`config.mk`:
```
export PLATFORM = sky130hd
export DESIGN_NAME = telnet_command_deframer_core
export DESIGN_NICKNAME = d
export VERILOG_FILES = /design/src/tcd_pkg.sv /design/src/telnet_command_deframer_core.sv
export SDC_FILE = /design/constraint.sdc
export NUM_CORES = 1
export LEC_CHECK = 0
export BUFFER_PORTS_ARGS = -buffer_cell sky130_fd_sc_hd__buf_2
export CORE_ASPECT_RATIO = 1.2
export CORE_MARGIN = 5
export CORE_UTILIZATION = 32
export DETAILED_ROUTE_END_ITERATION = 10
export PLACE_DENSITY_LB_ADDON = 0.2
export SLEW_MARGIN = 20
export SYNTH_ARGS = -nofsm -noshare
export SYNTH_HDL_FRONTEND = slang
export SYNTH_SLANG_ARGS = --single-unit
```
`constraint.sdc`:
```
create_clock -name clk_i -period 5.55 [get_ports clk_i]
set_clock_uncertainty 0.15 [all_clocks]
set_input_delay 1.11 -clock clk_i [delete_from_list [all_inputs] [get_ports clk_i]]
set_output_delay 1.11 -clock clk_i [all_outputs]
set_load 0.02 [all_outputs]
```
`src/tcd_pkg.sv`:
```
`default_nettype none

package tcd_pkg;

  // Telnet protocol bytes
  localparam logic [7:0] IAC    = 8'd255;
  localparam logic [7:0] DONT   = 8'd254;
  localparam logic [7:0] DO     = 8'd253;
  localparam logic [7:0] WONT   = 8'd252;
  localparam logic [7:0] WILL   = 8'd251;
  localparam logic [7:0] SB     = 8'd250;
  localparam logic [7:0] NOP    = 8'd241;
  localparam logic [7:0] ECHO   = 8'd1;
  localparam logic [7:0] SGA    = 8'd3;
  localparam logic [7:0] WINDOW = 8'd31;
  localparam logic [7:0] SPEED  = 8'd32;

  // Input item kinds
  localparam logic IN_BYTE = 1'b0;
  localparam logic IN_OPEN = 1'b1;

  // Result kinds
  localparam logic [1:0] OUT_DATA = 2'd0;
  localparam logic [1:0] OUT_TX   = 2'd1;
  localparam logic [1:0] OUT_WIN  = 2'd2;

  localparam int GreetLen = 15;

  typedef struct packed {
    logic       kind;
    logic [7:0] value;
  } tcd_in_t;

  typedef struct packed {
    logic [1:0]  out_kind;
    logic [7:0]  out_byte;
    logic [15:0] win_width;
    logic [15:0] win_height;
    logic        last;
  } tcd_out_t;

  // Greeting negotiation sent on session open
  function automatic logic [7:0] greeting_byte(input logic [3:0] idx);
    logic [7:0] b;
    case (idx)
      4'd0:    b = IAC;
      4'd1:    b = DONT;
      4'd2:    b = ECHO;
      4'd3:    b = IAC;
      4'd4:    b = DO;
      4'd5:    b = WINDOW;
      4'd6:    b = IAC;
      4'd7:    b = DO;
      4'd8:    b = SPEED;
      4'd9:    b = IAC;
      4'd10:   b = WILL;
      4'd11:   b = ECHO;
      4'd12:   b = IAC;
      4'd13:   b = WILL;
      4'd14:   b = SGA;
      default: b = 8'd0;
    endcase
    return b;
  endfunction

endpackage

`default_nettype wire

```
`src/telnet_command_deframer_core.sv`:
```
`default_nettype none

// Channel | Direction | Handshake            | Payload
// in      | input     | in_valid_i/in_stall_o | tcd_in_t  (kind, value)
// out     | output    | out_valid_o/out_stall_i | tcd_out_t (out_kind .. last)
//
// One request per cycle enters the input register while in_stall_o is low, and
// is parsed as it moves on. A request causes one result or none; a NOP reply is
// two results, a DONT reply three and the session-open greeting 15 results.
// Reset clears the parser phase, counters and both valid flags at once.
// Output stall holds the burst register; the input register still takes one
// more request, then input stall rises until the burst drains.
module telnet_command_deframer_core (
  input  wire                   clk_i,
  input  wire                   rst_ni,
  input  wire                   in_valid_i,
  output logic                  in_stall_o,
  input  wire tcd_pkg::tcd_in_t in_i,
  output logic                  out_valid_o,
  input  wire                   out_stall_i,
  output tcd_pkg::tcd_out_t     out_o
);

  // Parser phases
  localparam logic [2:0] PH_DATA     = 3'd0;
  localparam logic [2:0] PH_IAC      = 3'd1;
  localparam logic [2:0] PH_NEGO     = 3'd2;
  localparam logic [2:0] PH_SB_OPT   = 3'd3;
  localparam logic [2:0] PH_SB_FIRST = 3'd4;
  localparam logic [2:0] PH_SB_BODY  = 3'd5;
  localparam logic [2:0] PH_SB_END   = 3'd6;

  // Burst types
  localparam logic [2:0] BU_DATA  = 3'd0;
  localparam logic [2:0] BU_NOP   = 3'd1;
  localparam logic [2:0] BU_DONT  = 3'd2;
  localparam logic [2:0] BU_WIN   = 3'd3;
  localparam logic [2:0] BU_GREET = 3'd4;

  logic              in_valid_q, in_valid_d;
  tcd_pkg::tcd_in_t  in_item_q;

  logic [2:0]  phase_q, phase_d;
  logic [7:0]  option_q, option_d;
  logic [7:0]  command_q, command_d;
  logic [2:0]  count_q, count_d;
  logic [7:0]  payload_q [4];

  logic        burst_valid_q, burst_valid_d;
  logic [2:0]  burst_kind_q, burst_kind_d;
  logic [3:0]  burst_idx_q, burst_idx_d;
  logic [7:0]  burst_byte_q, burst_byte_d;
  logic [31:0] burst_win_q, burst_win_d;

  logic        emit;
  logic [2:0]  emit_kind;
  logic [7:0]  emit_byte;
  logic [31:0] emit_win;
  logic        take;

  logic [3:0]  burst_len;
  logic        burst_last;
  logic        out_fire;
  logic        move;
  logic        in_accept;

  // Burst length and last beat
  always_comb begin
    case (burst_kind_q)
      BU_NOP:   burst_len = 4'd2;
      BU_DONT:  burst_len = 4'd3;
      BU_GREET: burst_len = 4'(tcd_pkg::GreetLen);
      default:  burst_len = 4'd1;
    endcase
  end

  assign burst_last  = (burst_idx_q == burst_len - 4'd1);
  assign out_valid_o = burst_valid_q;
  assign out_fire    = burst_valid_q && !out_stall_i;
  assign move        = in_valid_q && (!burst_valid_q || (out_fire && burst_last));
  assign in_stall_o  = in_valid_q && !move;
  assign in_accept   = in_valid_i && !in_stall_o;

  // Input register
  always_comb begin
    in_valid_d = in_valid_q;
    if (in_accept) begin
      in_valid_d = 1'b1;
    end else if (move) begin
      in_valid_d = 1'b0;
    end
  end

  always_ff @(posedge clk_i or negedge rst_ni) begin
    if (!rst_ni) begin
      in_valid_q <= 1'b0;
    end else begin
      in_valid_q <= in_valid_d;
    end
  end

  always_ff @(posedge clk_i) begin
    if (in_accept) begin
      in_item_q <= in_i;
    end
  end

  // Parse the held request
  always_comb begin
    phase_d   = phase_q;
    option_d  = option_q;
    command_d = command_q;
    count_d   = count_q;
    emit      = 1'b0;
    emit_kind = BU_DATA;
    emit_byte = in_item_q.value;
    emit_win  = 32'd0;
    take      = 1'b0;
    if (in_item_q.kind == tcd_pkg::IN_OPEN) begin
      phase_d   = PH_DATA;
      option_d  = 8'd0;
      command_d = 8'd0;
      count_d   = 3'd0;
      emit      = 1'b1;
      emit_kind = BU_GREET;
    end else begin
      case (phase_q)
        PH_IAC: begin
          if (in_item_q.value == tcd_pkg::WILL || in_item_q.value == tcd_pkg::WONT ||
              in_item_q.value == tcd_pkg::DO || in_item_q.value == tcd_pkg::DONT) begin
            command_d = in_item_q.value;
            phase_d   = PH_NEGO;
          end else if (in_item_q.value == tcd_pkg::SB) begin
            phase_d = PH_SB_OPT;
          end else begin
            if (in_item_q.value == tcd_pkg::NOP) begin
              emit      = 1'b1;
              emit_kind = BU_NOP;
            end
            phase_d = PH_DATA;
          end
        end
        PH_NEGO: begin
          option_d = in_item_q.value;
          if (command_q == tcd_pkg::DONT) begin
            emit      = 1'b1;
            emit_kind = BU_DONT;
          end
          phase_d = PH_DATA;
        end
        PH_SB_OPT: begin
          option_d = in_item_q.value;
          count_d  = 3'd0;
          phase_d  = PH_SB_FIRST;
        end
        PH_SB_FIRST: begin
          take    = 1'b1;
          phase_d = PH_SB_BODY;
        end
        PH_SB_BODY: begin
          if (in_item_q.value == tcd_pkg::IAC) begin
            phase_d = PH_SB_END;
          end else begin
            take = 1'b1;
          end
        end
        PH_SB_END: begin
          if (option_q == tcd_pkg::WINDOW && count_q[2]) begin
            emit      = 1'b1;
            emit_kind = BU_WIN;
            emit_win  = {payload_q[0], payload_q[1], payload_q[2], payload_q[3]};
          end
          phase_d = PH_DATA;
        end
        default: begin
          if (in_item_q.value == tcd_pkg::IAC) begin
            phase_d = PH_IAC;
          end else begin
            emit      = 1'b1;
            emit_kind = BU_DATA;
            phase_d   = PH_DATA;
          end
        end
      endcase
    end
    // Count payload bytes, saturating at four
    if (take && !count_q[2]) begin
      count_d = count_q + 3'd1;
    end
  end

  // Parser state
  always_ff @(posedge clk_i or negedge rst_ni) begin
    if (!rst_ni) begin
      phase_q   <= PH_DATA;
      option_q  <= 8'd0;
      command_q <= 8'd0;
      count_q   <= 3'd0;
    end else if (move) begin
      phase_q   <= phase_d;
      option_q  <= option_d;
      command_q <= command_d;
      count_q   <= count_d;
    end
  end

  // Store the first four payload bytes
  always_ff @(posedge clk_i) begin
    if (move && take && !count_q[2]) begin
      payload_q[count_q[1:0]] <= in_item_q.value;
    end
  end

  // Burst register: load on move, advance on each taken result
  always_comb begin
    burst_valid_d = burst_valid_q;
    burst_kind_d  = burst_kind_q;
    burst_idx_d   = burst_idx_q;
    burst_byte_d  = burst_byte_q;
    burst_win_d   = burst_win_q;
    if (move) begin
      burst_valid_d = emit;
      burst_kind_d  = emit_kind;
      burst_idx_d   = 4'd0;
      burst_byte_d  = emit_byte;
      burst_win_d   = emit_win;
    end else if (out_fire) begin
      if (burst_last) begin
        burst_valid_d = 1'b0;
      end else begin
        burst_idx_d = burst_idx_q + 4'd1;
      end
    end
  end

  always_ff @(posedge clk_i or negedge rst_ni) begin
    if (!rst_ni) begin
      burst_valid_q <= 1'b0;
      burst_idx_q   <= 4'd0;
    end else begin
      burst_valid_q <= burst_valid_d;
      burst_idx_q   <= burst_idx_d;
    end
  end

  always_ff @(posedge clk_i) begin
    burst_kind_q <= burst_kind_d;
    burst_byte_q <= burst_byte_d;
    burst_win_q  <= burst_win_d;
  end

  // Form the current result
  always_comb begin
    out_o.out_kind   = tcd_pkg::OUT_TX;
    out_o.out_byte   = 8'd0;
    out_o.win_width  = 16'd0;
    out_o.win_height = 16'd0;
    out_o.last       = burst_last;
    case (burst_kind_q)
      BU_DATA: begin
        out_o.out_kind = tcd_pkg::OUT_DATA;
        out_o.out_byte = burst_byte_q;
      end
      BU_NOP: begin
        out_o.out_byte = (burst_idx_q == 4'd0) ? tcd_pkg::IAC : tcd_pkg::NOP;
      end
      BU_DONT: begin
        case (burst_idx_q)
          4'd0:    out_o.out_byte = tcd_pkg::IAC;
          4'd1:    out_o.out_byte = tcd_pkg::WONT;
          default: out_o.out_byte = burst_byte_q;
        endcase
      end
      BU_WIN: begin
        out_o.out_kind   = tcd_pkg::OUT_WIN;
        out_o.win_width  = burst_win_q[31:16];
        out_o.win_height = burst_win_q[15:0];
      end
      default: begin
        out_o.out_byte = tcd_pkg::greeting_byte(burst_idx_q);
      end
    endcase
  end

  // Checks
  a_idx_in_range: assert property (@(posedge clk_i) disable iff (!rst_ni)
    burst_valid_q |-> (burst_idx_q < burst_len))
    else $error("burst index past burst length");

  a_held_not_lost: assert property (@(posedge clk_i) disable iff (!rst_ni)
    (in_valid_q && !move) |=> in_valid_q)
    else $error("held request dropped");

  a_drain_empties: assert property (@(posedge clk_i) disable iff (!rst_ni)
    (out_fire && burst_last && !in_valid_q) |=> !burst_valid_q)
    else $error("burst not emptied after last result");

  a_win_single: assert property (@(posedge clk_i) disable iff (!rst_ni)
    (out_valid_o && out_o.out_kind == tcd_pkg::OUT_WIN) |-> out_o.last)
    else $error("window report not marked last");

  a_count_sat: assert property (@(posedge clk_i) disable iff (!rst_ni)
    count_q <= 3'd4)
    else $error("payload count above four");

endmodule

`default_nettype wire

```
Word level (Yosys, flattened, before mapping):

Memory sizes are Yosys's and may differ from the RTL's. A register that Yosys moved wholly into a read port is not among the register bits.
Cells that the tools add are included.

* memories: 2
* input bits: 13
* output and inout port bits: 45
* RAM bits: 32
* register bits after elaboration: 48
* ROM bits: 128
* word-level logic and storage cells: 124

Memories
* (name not given): depth 16, bits a word 8, rd ports 1, clocked after Yosys merged registers in 0, write ports 0, line tcd_pkg.sv:45 `case (idx)`
* payload_q: depth 4, bits a word 8, rd ports 4, clocked after Yosys merged registers in 4, write ports 1, line telnet_command_deframer_core.sv:47 `logic [7:0] payload_q [4];`

* reductions and logical operators: 37
* eq/ne operators: 23
* bitwise gates (word level): 2
* add/sub/neg operators: 3
* mux-type cells: 46

Operators with widths (number)
* $eq A8 B8 Y1 const B: 8
* $mux W8: 5
* $mux W32: 1
* $pmux W8 S4: 1
* $mux W1: 19
* $mux W4: 4
* $pmux W8 S2: 1
* $mux W3: 5
* $pmux W3 S5: 1
* $eq A3 B2 Y1 const B: 4
* $eq A3 B3 Y1 const B: 4
* $pmux W4 S3: 1
* $reduce_bool A2 Y1: 6
* $reduce_and A2 Y1: 5
* $logic_and A1 B1 Y1: 9
* $eq A8 B5 Y1 const B: 1
* $mux W2: 4
* $eq A3 B1 Y1 const B: 2
* $pmux W2 S3: 1
* $reduce_or A3 Y1: 2
* $logic_not A1 Y1: 5
* $add A4 B1 Y4 const B: 1
* $eq A4 B1 Y1 const B: 1
* $eq A4 B4 Y1: 1
* other kinds (14): 19

Longest topological paths before layout:

* depth in word-level cells: 12
* depth in mapped cells: 8
* depth with buffers taken out: 7

Worst setup path after synthesis:

No wires, ideal clock.

* kind: register to output
* start: register burst_idx_q[2]
* end: output in_stall_o
* data arrival time: 1913 ps
* cell stages (with the launch flop): 6
* required time: 4290 ps
* buffers on the path: 0
* setup slack: 2377 ps
* cells stage by stage: dfrtp_1 -> or3b_1 -> or4_1 -> a311o_1 -> o211ai_1 -> inv_1

* word-level cells in the longest chain between the ends: 6

RTL lines
* start, declared: line telnet_command_deframer_core.sv:51 `logic [3:0] burst_idx_q, burst_idx_d;`
* start signal, assigned: line telnet_command_deframer_core.sv:242 `burst_idx_q <= burst_idx_d;`
* $eq A4 B4 Y1: line telnet_command_deframer_core.sv:77 `assign burst_last = (burst_idx_q == burst_len - 4'd1);`
* $logic_and A1 B1 Y1: line telnet_command_deframer_core.sv:80 `assign move = in_valid_q && (!burst_valid_q || (out_fire && burst_last));`
* $logic_or A1 B1 Y1: line telnet_command_deframer_core.sv:80
* $logic_and A1 B1 Y1: line telnet_command_deframer_core.sv:80
* $logic_not A1 Y1: line telnet_command_deframer_core.sv:81 `assign in_stall_o = in_valid_q && !move;`
* $logic_and A1 B1 Y1: line telnet_command_deframer_core.sv:81
* end, declared: line telnet_command_deframer_core.sv:17 `output logic in_stall_o,`

Every way passes these cells.

Worst setup path after layout:

* start: register burst_kind_q[0]
* end: output in_stall_o

* word-level cells in the longest chain between the ends: 9
* elaborated cells on any way between the ends: 11
* those cells by class: add/sub (1); eq/ne (4); mux (1); reduce/logical (5)

RTL lines
* start, declared: line telnet_command_deframer_core.sv:50 `logic [2:0] burst_kind_q, burst_kind_d;`
* start signal, assigned: line telnet_command_deframer_core.sv:247 `burst_kind_q <= burst_kind_d;`
* $eq A3 B3 Y1 (tied with other cells): line telnet_command_deframer_core.sv:69 `case (burst_kind_q)`
* $pmux W4 S3 *: line telnet_command_deframer_core.sv:69
* $sub A4 B1 Y4 *: line telnet_command_deframer_core.sv:77
* $eq A4 B4 Y1 *: line telnet_command_deframer_core.sv:77
* $logic_and A1 B1 Y1 *: line telnet_command_deframer_core.sv:80
* $logic_or A1 B1 Y1 *: line telnet_command_deframer_core.sv:80
* $logic_and A1 B1 Y1 *: line telnet_command_deframer_core.sv:80
* $logic_not A1 Y1 *: line telnet_command_deframer_core.sv:81
* $logic_and A1 B1 Y1 *: line telnet_command_deframer_core.sv:81

Mark *: on every way between the ends. The rest lies on a longest branch, timed or not.

==> results.rst <==
.. list-table::
   :header-rows: 1

   * - Metric
     - Value
   * - All-layer global routing usage
     - 0.113
   * - Layout overhead on the synthesized area
     - 15.8%
   * - Pins over their slew limit
     - 0
   * - Count of different cell masters after synthesis
     - 55
   * - Overall die height
     - ~150 um
   * - Clock buffer count from CTS
     - 9
   * - Hold_sp
     - command_q[3]
   * - Count of boundary I/O pins
     - a little under 60
   * - Outcome
     - complete, no violations
   * - Yosys synthesis warning count
     - 0
   * - Async S/R FF share, synth
     - 0.250
   * - FF+latch count, synth
     - roughly 110
   * - Post-CTS setup-driven buffer insertion count
     - 0
   * - Crit path from
     - burst_kind_q[0]
   * - Maximum number of pins on one net before global-route repair
     - 34
   * - Core footprint
     - 15500 um^2
   * - Share of layout cells above drive strength 1
     - 0.179
   * - Via count of the first global-routing pass
     - approximately 3200
   * - Layout net count
     - 483
   * - Top cells by area in the synthesized netlist
     - sky130_fd_sc_hd__edfxtp_1, sky130_fd_sc_hd__dfrtp_1, sky130_fd_sc_hd__and2_1
   * - Internal power
     - about 0.0015 W
   * - Setup repair after global routing missed its margin
     - no
   * - Register share of total power
     - 0.493
   * - Most frequently used flop master after synthesis
     - sky130_fd_sc_hd__edfxtp_1
   * - Class of the tightest hold or removal check
     - register to register
   * - Routing usage on met3
     - 0.0239
   * - Routed wire length
     - 9990 um
   * - Total power after layout
     - between 0.002 and 0.0025 W
   * - Worst Path Buf+Inv
     - 2
   * - Number of antenna violations at the first check in global routing
     - 0
   * - First-pass iteration count of the detailed router
     - 4
   * - Total standard cell area after synthesis
     - between 5000 and 6000 um^2
   * - Largest incremental delay on the critical path
     - about 0.64 ns
   * - Proportion of netlist area held by the largest area contributor
     - 0.500
   * - Maximum fanout count along the critical path
     - 16
   * - Maximum vdd ir drop
     - 0.000163 V
   * - Worst setup EP type
     - output port
   * - Clock root buffer
     - sky130_fd_sc_hd__clkbuf_16
   * - Antenna cell count
     - 0
   * - Number of max-cap violations
     - 0
   * - Post-Syn Nets
     - between 400 and 500
   * - Final RePlAce weighted congestion
     - a little under 0.8
   * - Final TNS setup
     - 0 ns
   * - Data arrival, critical path
     - between 2 and 3 ns
   * - Placement Rows
     - 50
   * - Via count
     - between 3000 and 4000
   * - Post-placement cell count
     - about 660
   * - Cell taking the most area after synthesis
     - sky130_fd_sc_hd__edfxtp_1
   * - Initial Utilization
     - 0.325
   * - Kind of start point of the critical path
     - register
   * - Detailed-route vias per instance
     - approximately 4.7
   * - CTS tree
     - yes
   * - Clock sink count
     - between 100 and 150
   * - Remaining antenna violation count
     - 0
   * - First-pass GRT wire length
     - ~17000 um
   * - Insertion delay of the later-clocked pin in the worst-skew pair
     - 0.35 ns
   * - Number of endpoints with negative hold slack in the final report
     - 0
   * - Lkg Pwr
     - about 2.3 nW
   * - Net Sw Power
     - 0.000794 W
   * - DRC violation count after routing
     - 0
   * - Kind of cell adding the most delay to the critical path
     - simple AND/OR/NAND/NOR gates
   * - Start-to-end type of the worst setup path
     - register to output port
   * - Finished Layout Cells
     - ~670
   * - Startpoint of the most critical register-to-register path
     - burst_kind_q[0]
   * - Fmax
     - approximately 250 MHz
   * - Maximum clock insertion buffer count
     - 2
   * - Die Outline Area
     - 18400 um^2
   * - Endpoint required time on the critical path
     - approximately 4.3 ns
   * - Tightest slew margin relative to the limit
     - 0.561
   * - Layer with the highest usage
     - met2
   * - Synthesized instance count
     - roughly 400
   * - DPL Wire Length
     - 7010 um
   * - Proportion of total power due to net switching
     - 0.339
   * - Number of flops mapped to enable cells by yosys
     - 84
   * - Chip width
     - roughly 120 um
   * - Total overflow reported by the global router
     - 0
   * - Clock transition at the registers of the reported paths
     - roughly 0.080 ns
   * - Met2 Usage GRT
     - 0.187
   * - Post-synthesis average cell area
     - 12.4 um^2
   * - Number of gates given a new drive strength after cts
     - 0
   * - Minimum clock period
     - 3.95 ns
   * - DRC marker count from the first detailed-route iteration
     - 153
   * - DR WL/cell
     - 14.9 um
   * - GR Layer Usage met1
     - 0.146
   * - Cell type of the slowest stage on the worst timing path
     - sky130_fd_sc_hd__edfxtp_1
   * - Combinational group share of total power
     - 0.235
   * - Worst-margin pin slew
     - roughly 0.66 ns
   * - Pwr/cell area
     - about 400 nW/um^2
   * - Critical-path cell list
     - or3b_1 -> or4_1 -> a311o_1 -> o211ai_1 -> inv_1 -> buf_2
   * - Clk pwr share
     - 0.272
   * - Number of H-tree branching levels
     - 3
   * - Hold buffers post-CTS
     - 0
   * - Final number of setup-violating endpoints
     - 0
   * - Port Buffers
     - 57
   * - Seq/Total Area, Yosys
     - 0.639
   * - Final cycle utilization of the critical path
     - 0.711
## cell type report
type,instances,area [um^2]
clock buffer,9,225
clock inverter,7,77.6
fill,1555,9680
inverter,15,56.3
multi-input combinational,261,1690
sequential,112,3220
tap,208,260
timing repair buffer,60,308
## worst reg2reg max path, delay by kind of cell (launching register included)
kind                   cells  cell delay [ns]
DFF                        1             0.64
and+or+nand+nor            4             1.32
buffers and inverters      2             0.80
AOI/OAI and AO/OA          2             0.57
## sequential cells by signal, indices dropped and copies added, names as in the netlist
signal and flops:
burst_byte_q 8, burst_idx_q 4, burst_kind_q 3, burst_win_q 32, command_q 8, count_q 3, emit_byte 8, in_item_q 1
in_valid_q 1, option_q 8, out_valid_o 1, payload_q 32, phase_q 3
## logic make-up after synthesis
| logic type | share of synthesized area |
|---|---|
| adder cells (fa/ha/maj) | 0.0273 |
| XOR/XNOR | 0.00521 |
| AO/OA/AOI/OAI | 0.108 |
| AND/OR/NAND/NOR | 0.190 |
| flip-flops | 0.639 |
| buffers and inverters | 0.0263 |
| multiplexers | 0.00447 |
## per-stage QoR
step / instance area, um^2 / hold slack [ns] / setup WS, ns / util
final: 5840 / 0.341 / 1.60 / 0.376
after global routing: 5840 / 0.370 / 1.44 / 0.376
after CTS: 5840 / 0.349 / 1.58 / 0.376
after detailed placement: 5530 / 0.327 / 1.93 / 0.357
after global placement: 5530 / 0.325 / 2.00 / 0.357
after floorplan: 5040 / 0.307 / 2.38 / -
## metal layers
layer  vias to the layer above  wire, um
met4                         0       203
met1                      1492      4420
li1                       1575         -
met2                        78      4820
met3                        14       548
met5                         -         0
## Yosys cell counts (2+ instances only)
master	n
sky130_fd_sc_hd__edfxtp_1	84
sky130_fd_sc_hd__and2_1	71
sky130_fd_sc_hd__nand2_1	31
sky130_fd_sc_hd__dfrtp_1	28
sky130_fd_sc_hd__o21ai_0	20
sky130_fd_sc_hd__clkbuf_1	16
sky130_fd_sc_hd__a21oi_1	14
sky130_fd_sc_hd__inv_1	14
sky130_fd_sc_hd__nor2_1	14
sky130_fd_sc_hd__a22o_1	13
sky130_fd_sc_hd__ha_1	11
sky130_fd_sc_hd__nand3_1	10
sky130_fd_sc_hd__nor2b_1	8
sky130_fd_sc_hd__nand2b_1	6
sky130_fd_sc_hd__o211ai_1	6
sky130_fd_sc_hd__o21a_1	6
sky130_fd_sc_hd__nor3_1	4
sky130_fd_sc_hd__a311oi_1	3
sky130_fd_sc_hd__and3_1	3
sky130_fd_sc_hd__nand3b_1	3
sky130_fd_sc_hd__a22oi_1	2
sky130_fd_sc_hd__a32oi_1	2
sky130_fd_sc_hd__mux2_2	2
sky130_fd_sc_hd__nor3b_1	2
sky130_fd_sc_hd__o22ai_1	2
sky130_fd_sc_hd__o41ai_1	2
sky130_fd_sc_hd__xor2_1	2
## path summary, 6_finish.rpt
check | endpoint | slack, ns | depth (start not counted)
setup / recovery | in_stall_o | 1.60 | 6
hold / removal | command_q[3] | 0.34 | 1
hold reg to reg | command_q[3] | 0.34 | 1
max in group asynchronous | count_q[2] | 4.18 | 1
min in group asynchronous | command_q[2] | 0.64 | 1
setup reg to reg | option_q[5] | 1.96 | 8
## layout by cell type (no fill, tap or decap), types with 2 or more instances in the layout
cell type / netlist / routed
sky130_fd_sc_hd__inv_1: 14 / 14
sky130_fd_sc_hd__nor2_1: 14 / 14
sky130_fd_sc_hd__ha_1: 11 / 11
sky130_fd_sc_hd__o21a_1: 6 / 6
sky130_fd_sc_hd__nand3_1: 10 / 10
sky130_fd_sc_hd__o41ai_1: 2 / 2
sky130_fd_sc_hd__a32oi_1: 2 / 2
sky130_fd_sc_hd__and3_1: 3 / 3
sky130_fd_sc_hd__buf_2: 1 / 57
sky130_fd_sc_hd__o22ai_1: 2 / 2
sky130_fd_sc_hd__clkbuf_16: 0 / 9
sky130_fd_sc_hd__edfxtp_1: 84 / 84
sky130_fd_sc_hd__nand2_1: 31 / 31
sky130_fd_sc_hd__nor3b_1: 2 / 2
sky130_fd_sc_hd__nor3_1: 4 / 4
sky130_fd_sc_hd__o211ai_1: 6 / 6
sky130_fd_sc_hd__dfrtp_1: 28 / 28
sky130_fd_sc_hd__a22oi_1: 2 / 2
sky130_fd_sc_hd__a22o_1: 13 / 13
sky130_fd_sc_hd__clkinv_4: 0 / 2
sky130_fd_sc_hd__and2_1: 71 / 71
sky130_fd_sc_hd__o21ai_0: 20 / 20
sky130_fd_sc_hd__nand2b_1: 6 / 6
sky130_fd_sc_hd__nand3b_1: 3 / 3
sky130_fd_sc_hd__nor2b_1: 8 / 8
sky130_fd_sc_hd__mux2_2: 2 / 2
sky130_fd_sc_hd__a311oi_1: 3 / 3
sky130_fd_sc_hd__a21oi_1: 14 / 14
sky130_fd_sc_hd__buf_4: 1 / 3
sky130_fd_sc_hd__clkinv_8: 0 / 2
sky130_fd_sc_hd__xor2_1: 2 / 2
## power by group through the flow
stage          combinational (W)  clock (W)  sequential (W)
2_1_floorplan           0.000437          0         0.00110
3_3_place_gp            0.000554          0         0.00117
3_5_place_dp            0.000557          0         0.00117
4_1_cts                 0.000560   0.000655         0.00116
5_1_grt                 0.000619   0.000687         0.00117
6_report                0.000549   0.000637         0.00115
(Power assumes the default switching activity.)
